`config.mk`:
```
export PLATFORM = sky130hd
export DESIGN_NAME = lru_block_cache_tags
export DESIGN_NICKNAME = d
export VERILOG_FILES = /design/src/rtl/lbct_pkg.sv /design/src/rtl/lru_block_cache_tags.sv /design/src/rtl/lbct_recency.sv /design/src/rtl/lbct_tags.sv
export SDC_FILE = /design/constraint.sdc
export NUM_CORES = 1
export LEC_CHECK = 0
export ABC_AREA = 1
export BUFFER_PORTS_ARGS = -buffer_cell sky130_fd_sc_hd__buf_2
export CORE_MARGIN = 5
export CORE_UTILIZATION = 51
export CTS_BUF_LIST = sky130_fd_sc_hd__clkbuf_4 sky130_fd_sc_hd__clkbuf_8 sky130_fd_sc_hd__clkbuf_16
export CTS_CLUSTER_DIAMETER = 50
export DETAILED_ROUTE_END_ITERATION = 6
export PLACE_DENSITY = 0.68
export SYNTH_ARGS = -nofsm -noshare
export SYNTH_HDL_FRONTEND = slang
export SYNTH_SLANG_ARGS = --single-unit
```
`constraint.sdc`:
```
create_clock -name clk -period 7.2 [get_ports clk]
set_input_delay 0.36 -clock clk [delete_from_list [all_inputs] [get_ports clk]]
set_output_delay 0.36 -clock clk [all_outputs]
set_load 0.02 [all_outputs]
```
`src/rtl/lbct_pkg.sv`:
```
// Shared types for the LRU block cache tag controller.
// No dependencies; imported by lbct_tags and lru_block_cache_tags.
`default_nettype none

package lbct_pkg;

    typedef enum logic [2:0]
    {
        ST_IDLE  = 3'b001,
        ST_SCAN  = 3'b010,
        ST_CLEAR = 3'b100
    } lbct_state_t;

    typedef struct packed
    {
        logic clear_all;
        logic fill;
    } lbct_tag_ctl_t;

endpackage

`default_nettype wire

```
`src/rtl/lru_block_cache_tags.sv`:
```
// A lookup scans the recency list from the front and raises m_tvalid when a tag hits or,
// on a miss, when the scan reaches the least recently used position; an invalidate raises it from ST_CLEAR.
// One item at a time; the scan checks one tag per cycle through the single comparator and
// holds while an earlier result waits on m_tready.
// Reset: all slots invalid, recency position i holds slot i; no clearing pass.
// Depends on lbct_pkg, lbct_recency and lbct_tags. BLOCK_ENTRIES is a power of two.
`default_nettype none

module lru_block_cache_tags
#(
    parameter int NUM_SLOTS     = 16,
    parameter int BLOCK_ENTRIES = 256,
    parameter int ADDR_BITS     = 22
)
(
    input  wire logic clk,
    input  wire logic rst_n,
    input  wire logic s_tvalid,
    output logic      s_tready,
    // address
    input  wire logic [((ADDR_BITS+7)/8)*8-1:0] s_tdata,
    // action
    input  wire logic s_tuser,
    output logic      m_tvalid,
    input  wire logic m_tready,
    // hit, fill_needed, slot, offset, fill_block_start
    output logic [((2+$clog2(NUM_SLOTS)+$clog2(BLOCK_ENTRIES)+ADDR_BITS+7)/8)*8-1:0] m_tdata
);

    import lbct_pkg::*;

    localparam int SLOT_BITS = $clog2(NUM_SLOTS);
    localparam int OFFS_BITS = $clog2(BLOCK_ENTRIES);
    localparam int TAG_BITS  = ADDR_BITS - OFFS_BITS;
    localparam int RES_BITS  = 2 + SLOT_BITS + OFFS_BITS + ADDR_BITS;
    localparam int OUT_W     = ((RES_BITS + 7) / 8) * 8;
    localparam logic [SLOT_BITS-1:0] LAST_POS = SLOT_BITS'(NUM_SLOTS - 1);

    lbct_state_t          state_reg, state_next;
    logic [SLOT_BITS-1:0] pos_reg, pos_next;
    logic [ADDR_BITS-1:0] addr_reg;
    logic                 m_valid_reg;
    logic [OUT_W-1:0]     m_data_reg;

    logic                 out_free;
    logic                 commit;
    logic                 mtf_en;
    logic                 match;
    logic [SLOT_BITS-1:0] cur_slot;
    lbct_tag_ctl_t        tag_ctl;
    logic [TAG_BITS-1:0]  cur_tag;
    logic [RES_BITS-1:0]  res_vec;
    logic                 res_hit;
    logic                 res_fill;
    logic [SLOT_BITS-1:0] res_slot;
    logic [OFFS_BITS-1:0] res_offs;
    logic [ADDR_BITS-1:0] res_start;

    assign cur_tag  = addr_reg[ADDR_BITS-1:OFFS_BITS];
    assign out_free = !m_valid_reg || m_tready;
    assign s_tready = (state_reg == ST_IDLE);
    assign m_tvalid = m_valid_reg;
    assign m_tdata  = m_data_reg;

    lbct_recency #(.NUM_SLOTS(NUM_SLOTS)) u_recency
    (
        .clk    (clk),
        .rst_n  (rst_n),
        .pos    (pos_reg),
        .mtf_en (mtf_en),
        .slot   (cur_slot)
    );

    lbct_tags #(.NUM_SLOTS(NUM_SLOTS), .TAG_BITS(TAG_BITS)) u_tags
    (
        .clk        (clk),
        .rst_n      (rst_n),
        .slot       (cur_slot),
        .lookup_tag (cur_tag),
        .ctl        (tag_ctl),
        .match      (match)
    );

    always_comb
    begin
        state_next        = state_reg;
        pos_next          = pos_reg;
        commit            = 1'b0;
        mtf_en            = 1'b0;
        tag_ctl.clear_all = 1'b0;
        tag_ctl.fill      = 1'b0;
        case (state_reg)
            ST_IDLE:
            begin
                pos_next = '0;
                if (s_tvalid)
                begin
                    state_next = s_tuser ? ST_CLEAR : ST_SCAN;
                end
            end
            ST_SCAN:
            begin
                if (match || (pos_reg == LAST_POS))
                begin
                    if (out_free)
                    begin
                        commit       = 1'b1;
                        mtf_en       = 1'b1;
                        tag_ctl.fill = !match;
                        state_next   = ST_IDLE;
                    end
                end
                else
                begin
                    pos_next = pos_reg + SLOT_BITS'(1);
                end
            end
            ST_CLEAR:
            begin
                if (out_free)
                begin
                    commit            = 1'b1;
                    tag_ctl.clear_all = 1'b1;
                    state_next        = ST_IDLE;
                end
            end
            default:
            begin
                state_next = ST_IDLE;
            end
        endcase
    end

    always_comb
    begin
        res_hit   = (state_reg == ST_SCAN) && match;
        res_fill  = (state_reg == ST_SCAN) && !match;
        res_slot  = (state_reg == ST_SCAN) ? cur_slot : '0;
        res_offs  = (state_reg == ST_SCAN) ? addr_reg[OFFS_BITS-1:0] : '0;
        res_start = res_fill ? {cur_tag, {OFFS_BITS{1'b0}}} : '0;
        res_vec   = {res_start, res_offs, res_slot, res_fill, res_hit};
    end

    always_ff @(posedge clk or negedge rst_n)
    begin
        if (!rst_n)
        begin
            state_reg   <= ST_IDLE;
            pos_reg     <= '0;
            m_valid_reg <= 1'b0;
        end
        else
        begin
            state_reg <= state_next;
            pos_reg   <= pos_next;
            if (commit)
            begin
                m_valid_reg <= 1'b1;
            end
            else if (m_tready)
            begin
                m_valid_reg <= 1'b0;
            end
        end
    end

    always_ff @(posedge clk)
    begin
        if (s_tvalid && s_tready)
        begin
            addr_reg <= s_tdata[ADDR_BITS-1:0];
        end
        if (commit)
        begin
            m_data_reg <= OUT_W'(res_vec);
        end
    end

`ifndef SYNTHESIS
    a_lookup_starts_scan: assert property (@(posedge clk) disable iff (!rst_n)
        (s_tvalid && s_tready && !s_tuser) |=> (state_reg == ST_SCAN) && (pos_reg == '0))
        else $error("lookup did not start the scan at the front");

    a_fill_at_tail: assert property (@(posedge clk) disable iff (!rst_n)
        tag_ctl.fill |-> (pos_reg == LAST_POS) && mtf_en)
        else $error("refill outside the least recently used position");

    a_hit_no_fill: assert property (@(posedge clk) disable iff (!rst_n)
        m_tvalid |-> !(m_tdata[0] && m_tdata[1]))
        else $error("result flags both hit and fill");

    a_one_item: assert property (@(posedge clk) disable iff (!rst_n)
        (s_tvalid && s_tready) |=> !s_tready)
        else $error("second transfer taken while an item is in work");

    a_commit_when_free: assert property (@(posedge clk) disable iff (!rst_n)
        commit |-> out_free)
        else $error("result overwrote an untaken result");
`endif

endmodule

`default_nettype wire

```
`src/rtl/lbct_recency.sv`:
```
// Recency list: slot numbers from most recently used (position 0) to least recently used.
// Single read port at a position and a move-to-front update of that position.
// No dependencies.
`default_nettype none

module lbct_recency
#(
    parameter int NUM_SLOTS = 16
)
(
    input  wire logic                         clk,
    input  wire logic                         rst_n,
    input  wire logic [$clog2(NUM_SLOTS)-1:0] pos,
    input  wire logic                         mtf_en,
    output logic      [$clog2(NUM_SLOTS)-1:0] slot
);

    localparam int SLOT_BITS = $clog2(NUM_SLOTS);

    logic [SLOT_BITS-1:0] order_reg [NUM_SLOTS];

    assign slot = order_reg[pos];

    for (genvar i = 0; i < NUM_SLOTS; i++)
    begin : g_pos
        if (i == 0)
        begin : g_front
            always_ff @(posedge clk or negedge rst_n)
            begin
                if (!rst_n)
                begin
                    order_reg[i] <= '0;
                end
                else if (mtf_en)
                begin
                    order_reg[i] <= order_reg[pos];
                end
            end
        end
        else
        begin : g_rest
            always_ff @(posedge clk or negedge rst_n)
            begin
                if (!rst_n)
                begin
                    order_reg[i] <= SLOT_BITS'(i);
                end
                else if (mtf_en && (SLOT_BITS'(i) <= pos))
                begin
                    order_reg[i] <= order_reg[i-1];
                end
            end
        end
    end

endmodule

`default_nettype wire

```
`src/rtl/lbct_tags.sv`:
```
// Slot tag and valid store with the shared tag comparator.
// Depends on lbct_pkg for the control struct.
`default_nettype none

module lbct_tags
#(
    parameter int NUM_SLOTS = 16,
    parameter int TAG_BITS  = 14
)
(
    input  wire logic                          clk,
    input  wire logic                          rst_n,
    input  wire logic [$clog2(NUM_SLOTS)-1:0]  slot,
    input  wire logic [TAG_BITS-1:0]           lookup_tag,
    input  wire lbct_pkg::lbct_tag_ctl_t       ctl,
    output logic                               match
);

    import lbct_pkg::*;

    logic [TAG_BITS-1:0]  tag_reg [NUM_SLOTS];
    logic [NUM_SLOTS-1:0] valid_reg;

    assign match = valid_reg[slot] && (tag_reg[slot] == lookup_tag);

    always_ff @(posedge clk)
    begin
        if (ctl.fill)
        begin
            tag_reg[slot] <= lookup_tag;
        end
    end

    always_ff @(posedge clk or negedge rst_n)
    begin
        if (!rst_n)
        begin
            valid_reg <= '0;
        end
        else if (ctl.clear_all)
        begin
            valid_reg <= '0;
        end
        else if (ctl.fill)
        begin
            valid_reg[slot] <= 1'b1;
        end
    end

endmodule

`default_nettype wire
```
==> Word-level counts from Yosys, hierarchy flattened <==
Memory sizes are Yosys's and may differ from the RTL's.
Index checks and enable logic that the tools add are counted.
{ "totals": {"latchBits": 0, "rom_bits": 0, "output_inout_bits": 42, "n_memories": 1, "word_cells": 111, "reg_bits": 146, "mem_bits_rw": 224} }
{ "mem_list": {"columns": ["name", "words", "word_bits", "rd", "rd_clocked_by_memory_dff", "write_ports", "line", "text"], "rows": [
  ["u_tags.tag_reg", 16, 14, 1, 0, 1, "lbct_tags.sv:21", "logic [TAG_BITS-1:0] tag_reg [NUM_SLOTS];"]
]} }
{ "op_classes": {"div_mod_pow": 0, "n_lt_le_gt_ge": 18, "add_sub_neg": 1, "muxes": 28, "n_reduce_logical": 29, "n_eq_ne": 8, "shift": 0, "n_mul": 0, "n_bitwise": 2} }
{ "op_table": {"columns": ["operator", "n"], "rows": [
  ["$le 4x4->1 const A", 8],
  ["$mux 16", 2],
  ["$logic_and 1x1->1", 20],
  ["$bmux 4 s4", 1],
  ["$le 3x4->1 const A", 4],
  ["$or 16x16->16", 1],
  ["$eq 14x14->1", 1],
  ["$mux 1", 13],
  ["$mux 3", 4],
  ["$mux 4", 3],
  ["$pmux 3 s3", 1],
  ["$le 2x4->1 const A", 2],
  ["$pmux 4 s2", 1],
  ["$ne 2x2->1 const B", 3],
  ["$reduce_bool 2->1", 3],
  ["$ge 5x5->1 const B", 1],
  ["$lt 4x5->1 const B", 1],
  ["$not 4->5", 1],
  ["$add 4x1->4 const B", 1],
  ["$bmux 1 s4", 1],
  ["$demux 1 s4", 1],
  ["$eq 4x4->1 const B", 1],
  ["$ge 4x1->1 const B", 1],
  ["$le 1x4->1 const A", 1],
  ["7 further kinds", 10]
]} }

==> Logic depth before layout (Yosys ltp) <==
{ "logic_depth": {"ltp_word": 13, "mapped_depth": 30, "mapped_depth_nobuf": 27} }

==> By module <==
Synthesis repeated with hierarchy kept, for this count alone.
{ "hier_totals": {"cells_unflattened": 1602, "area_unflattened_um2": 15652.5} }
{ "modules_own_cells": {"columns": ["module", "n_inst", "area_per_inst_um2", "seq_area_each_um2", "cells_per_inst"], "rows": [
  ["lbct_tags", 1, 10072.2, 7126.8, 985],
  ["lbct_recency", 1, 3270.6, 1641.6, 431],
  ["lru_block_cache_tags", 1, 2309.7, 1702.9, 186]
]} }

==> Least setup slack after synthesis <==
Ideal clock, no wire load.
{ "synth_path": {"path_type": "register to register", "startpoint": "reg pos_reg[0]", "endpoint": "reg m_data_reg[0], in the netlist m_tdata[0], enable pin", "t_required_ps": 6815, "path_slack_ps": 3489, "setup_ps": 385, "stages_incl_launch_ff": 30, "t_arrival_ps": 3326, "path_buffers": 4, "path_cell_list": "dfrtp_1 buf_4 inv_4 buf_6 nand2_1 nand3_1 nand2_1 nand2_1 nand2_1 nor2_2 buf_4 buf_4 nand2_1 o21ai_1 nand2_1 nand2_1 nand2_1 nand2_1 nor2_1 nand2_1 nand2_1 nor2_1 nand2_1 nor2_1 nand2_2 nand2_2 nand2_1 nor2_2 inv_1 nand2_1"} }
{ "synth_via": {"elab_chain_len": 10, "elab_cells_between_ends": 13, "cone_classes": "2 x eq/ne; 7 x mux; 1 x bitwise; 2 x reduce/logical; 1 x memory"} }
{ "synth_rtl": {"columns": ["item", "line", "text"], "rows": [
  ["start: declaration", "lru_block_cache_tags.sv:40", "logic [SLOT_BITS-1:0] pos_reg, pos_next;"],
  ["start signal: assignment", "lru_block_cache_tags.sv:155", "pos_reg <= pos_next;"],
  ["$not 4->5 (implied by the code)", "lbct_recency.sv:22", "assign slot = order_reg[pos];"],
  ["$bmux 4 s4", "lbct_recency.sv:22", null],
  ["$mux 4 (implied by the code) (2 in a row)", "lbct_recency.sv:22", null],
  ["$mem_v2 16x14 / $bmux 1 s4 (equally long branches)", null, null],
  ["$eq 14x14->1 / $mux 1 (equally long branches)", "lbct_tags.sv:24", "assign match = valid_reg[slot] && (tag_reg[slot] == lookup_tag);"],
  ["$logic_and 1x1->1", "lbct_tags.sv:24", null],
  ["$logic_or 1x1->1 *", "lru_block_cache_tags.sv:103", "if (match || (pos_reg == LAST_POS))"],
  ["$mux 1 *", "lru_block_cache_tags.sv:103", null],
  ["$pmux 1 s2 *", "lru_block_cache_tags.sv:92", "case (state_reg)"],
  ["via commit", "lru_block_cache_tags.sv:46", "logic commit;"],
  ["end signal: assignment", "lru_block_cache_tags.sv:175", "m_data_reg <= OUT_W'(res_vec);"],
  ["end: declaration", "lru_block_cache_tags.sv:43", "logic [OUT_W-1:0] m_data_reg;"]
]} }
The timed path passes the listed nets; every way through them passes the cells marked *. The select of a mux whose other input is x is not followed.
A chain may end at the register's enable or synchronous reset.

==> Worst setup path after layout <==
{ "layout_path": {"startpoint": "reg pos_reg[1]", "endpoint": "mem u_tags.tag_reg[12][2], enable pin"} }
{ "layout_via": {"elab_chain_len": 13, "elab_cells_between_ends": 17, "cone_classes": "2 x eq/ne; 10 x mux; 1 x bitwise; 3 x reduce/logical; 1 x memory"} }
{ "layout_rtl": {"columns": ["item", "line", "text"], "rows": [
  ["$not 4->5 (implied by the code)", "lbct_recency.sv:22", null],
  ["$bmux 4 s4", "lbct_recency.sv:22", null],
  ["$mux 4 (implied by the code) (2 in a row)", "lbct_recency.sv:22", null],
  ["$mem_v2 16x14 / $bmux 1 s4 (equally long branches)", null, null],
  ["$eq 14x14->1 / $mux 1 (equally long branches)", "lbct_tags.sv:24", null],
  ["$logic_and 1x1->1", "lbct_tags.sv:24", null],
  ["$logic_not 1->1", "lru_block_cache_tags.sv:109", "tag_ctl.fill = !match;"],
  ["$mux 1", "lru_block_cache_tags.sv:105", "if (out_free)"],
  ["$mux 1", "lru_block_cache_tags.sv:103", null],
  ["$mux 1", "lru_block_cache_tags.sv:92", null],
  ["$mux 1", "lbct_tags.sv:28", "if (ctl.fill)"],
  ["$mux 1 (implied by the code)", "lbct_tags.sv:30", "tag_reg[slot] <= lookup_tag;"],
  ["end: declaration", "lbct_tags.sv:21", null]
]} }
Several ways; a longest one is shown, not always the timed one. The select of a mux whose other input is x is not followed.

==> results.toml <==
[outcome]
outcome = "complete, no violations"

[setup_path]
setup.worst_path.start_class = "flip-flop"
crit_required_ns = 7.42
crit_type = "flip-flop to flip-flop"
cp.arrival_ns = 5.83
ff2ff_path_depth = 24
crit_fanout = 184
worstSetupEndpointType = "flip-flop"

[synthesis]
synth_compound_area_frac = 0.0461
synth_cell_types = 30
synthXorXnorAreaFrac = 0
synth_warnings = 0
ys_seq_area_frac = 0.628
synthesis.area_um2 = 16700
synth_largest_area_cell = "edfxtp_1"
synth_edf_count = 274
ys_ff_latch = 362
synth.area.mux_share = 0
synth_top_family_by_area = "simple AND/OR/NAND/NOR gates"
synth_most_common_cell = "nand2_1"
ys_dominant_reg_cell = "edfxtp_1"
synth_top_area_frac = 0.493
ys_async_sr_fraction = 0.243
syn_area_per_cell_um2 = 9.20
synthTopCellsByCount = "714 x nand2_1, 274 x edfxtp_1, 214 x inv_1, 121 x nor2_1, 68 x nand4_1"
synthTopCellsByArea = "edfxtp_1 49%, nand2_1 16%, dfrtp_1 8.2%"
yosys.area_share.simple = 0.237
netlist_instances = 1813
synthAdderAreaFrac = 0.00225

[sta]
clock_skew_ns = 0.0302
fin_crit_ns = 5.61
rsz0062_at_grt = "false"
tns_ns = 0
worst_slew_pin_slew_ns = 1.19
setup_violations = 0
max_freq_mhz = 178
hold_viol_final = 0
slew_viol_final = 0
relSlewSlack = 0.206
period_share = 0.780

[floorplanning]
start_util = 0.514
coreArea_um2 = 32500
fp.dieH_um = 191
die_area_um2 = 36400
row_count = 66
top_level_ports = 71
chipWidth_um = 191

[place]
io_buffers = 56
hpwl_um = 23300
dp_cells = 2260
globalplace.congestion = 0.835
dpl_cell_area_um2 = 17200

[drt]
via_count = 12177
wl_per_cell_um = 16.3
detail-route-antenna-nets = 0
first_pass_iters = 5
wl_um = 38500
via_per_inst = 5.17
drc = 0
dr.first_iter.drc_count = 1025

[cells_and_area]
largest_register_ffs = 224
fin_nets = 1912
design_area_um2 = 18700
drive_above_1_share = 0.108
stdcell_count = 2354
antenna_cells = 0
area_growth_pct = 12.3
final_util = 0.578

[clock_network]
ctsRootBufferMaster = "clkbuf_16"
clockBufferDepth = 3
post_cts_buffers = 0
htreeDepth = 2
clk_pin_slew_worst_paths_ns = 0.05
cts_tree = "done"
insertion_delay_ns = 0.55
numCtsBuffers = 41
cts_resized = 0
cts_sinks = 362

[hold_path]
hold_path_class = "input port to flip-flop"
hold_depth = 1

[grt]
antenna_found_initial = 0
grt_max_degree = 185
grt_pass1_wl_um = 60900
grt_pass1_vias = 11452
grt_overflow = 0
grt_usage = 0.211

[power_and_ir_drop]
p_leak_nw = 8.35
p_per_area_nw_per_um2 = 312
vdd_drop_max_mv = 0.212

[job]
drv_cap = 0
==> final timing paths <==
check	start	endpoint	slack [ns]
max in group asynchronous	rst_n	u_recency.order_reg[54]	5.79
min in group asynchronous	rst_n	u_recency.order_reg[9]	0.32
min reg2reg	u_recency.order_reg[33]	u_recency.order_reg[33]	0.48
max	pos_reg[1]	u_tags.tag_reg[12][2]	1.59
min	s_tdata[3]	addr_reg[3]	0.02
max reg2reg	pos_reg[1]	u_tags.tag_reg[12][2]	1.59
==> what timing repair did <==
item	CTS	global route
hold endpoints to repair	30	1
hold buffers	18	1
endpoints found under the setup margin	0	0
==> report_power, final <==
part	switching, mW	internal [mW]	total (mW)
clock network	0.827	1.18	2.01
registers	0.117	2.41	2.53
logic	0.937	0.374	1.31
==> placed cells by master, fill, tap and decap left out, types with 2 or more instances in the layout <==
cell type      instances
a31oi_1                2
dfrtp_1               55
clkinv_1              10
inv_6                  3
clkbuf_4               6
nor2_1               120
ha_1                   3
buf_2                 55
clkinvlp_4             3
inv_2                  6
a21oi_1               28
nand4_1               68
clkinv_2               8
o211ai_1               2
edfxtp_1             274
o21ai_1               64
inv_1                214
bufinv_16              2
nand3_1               67
buf_4                 33
conb_1                12
clkbuf_16             42
dlygate4sd3_1         19
nor2_2                 3
nand2_1              713
o21ai_0               50
nor2_4                 3
dfstp_2               33
a21o_1                 2
nand2_2                3
==> kinds of logic after synthesis <==
family                     after synthesis
other                                    1
DFF                                    362
AOI/OAI and AO/OA                      150
buffers and inverters                  318
and+or+nand+nor                        979
adders and majority gates                3
==> per-layer routing <==
layer,global-route usage,share of wire,routed length [um]
met3,0.0363,0.072,2770
met5,0,0,0
met1,0.299,0.44,16800
met4,0.0688,0.030,1170
met2,0.336,0.46,17700
==> metrics by stage <==
step | total power [mW] | setup WS [ns] | hold slack (ns)
finish | 5.85 | 1.59 | 0.0207
global route | 6.16 | 1.08 | 0.00969
CTS | 5.87 | 1.64 | 0.000731
detailed placement | 3.86 | 1.68 | 0.342
global placement | 3.83 | 1.72 | 0.327
floorplan | 3.54 | 3.49 | 0.0644
==> layout make-up <==
class | count | area (um^2)
sequential | 362 | 10500
tap | 442 | 553
clock inverter | 26 | 208
clock buffer | 49 | 1110
inverter | 223 | 840
multi-input combinational | 1144 | 4830
fill | 2762 | 13700
timing repair buffer | 108 | 733
==> worst max-delay path: stages, from the launching register on <==
cell,delay [ns]
dfrtp_1,0.80
nand2_1,0.27
inv_2,0.18
nand3_1,0.08
nand2_1,0.09
nand2_1,0.06
nand2_1,0.18
nor2_4,0.07
buf_12,0.27
nor2_1,0.67
nand2_1,0.13
nand3_1,0.12
nand2_1,0.05
nand2_1,0.10
nor2_1,0.04
nand2_1,0.05
nand2_1,0.06
nand3_1,0.12
nor2_1,0.07
nand2_2,0.17
nand4_1,0.32
inv_2,0.19
nand2_1,0.13
nor2_1,0.62
buf_4,0.35
Power figures use the tool's default switching activity.
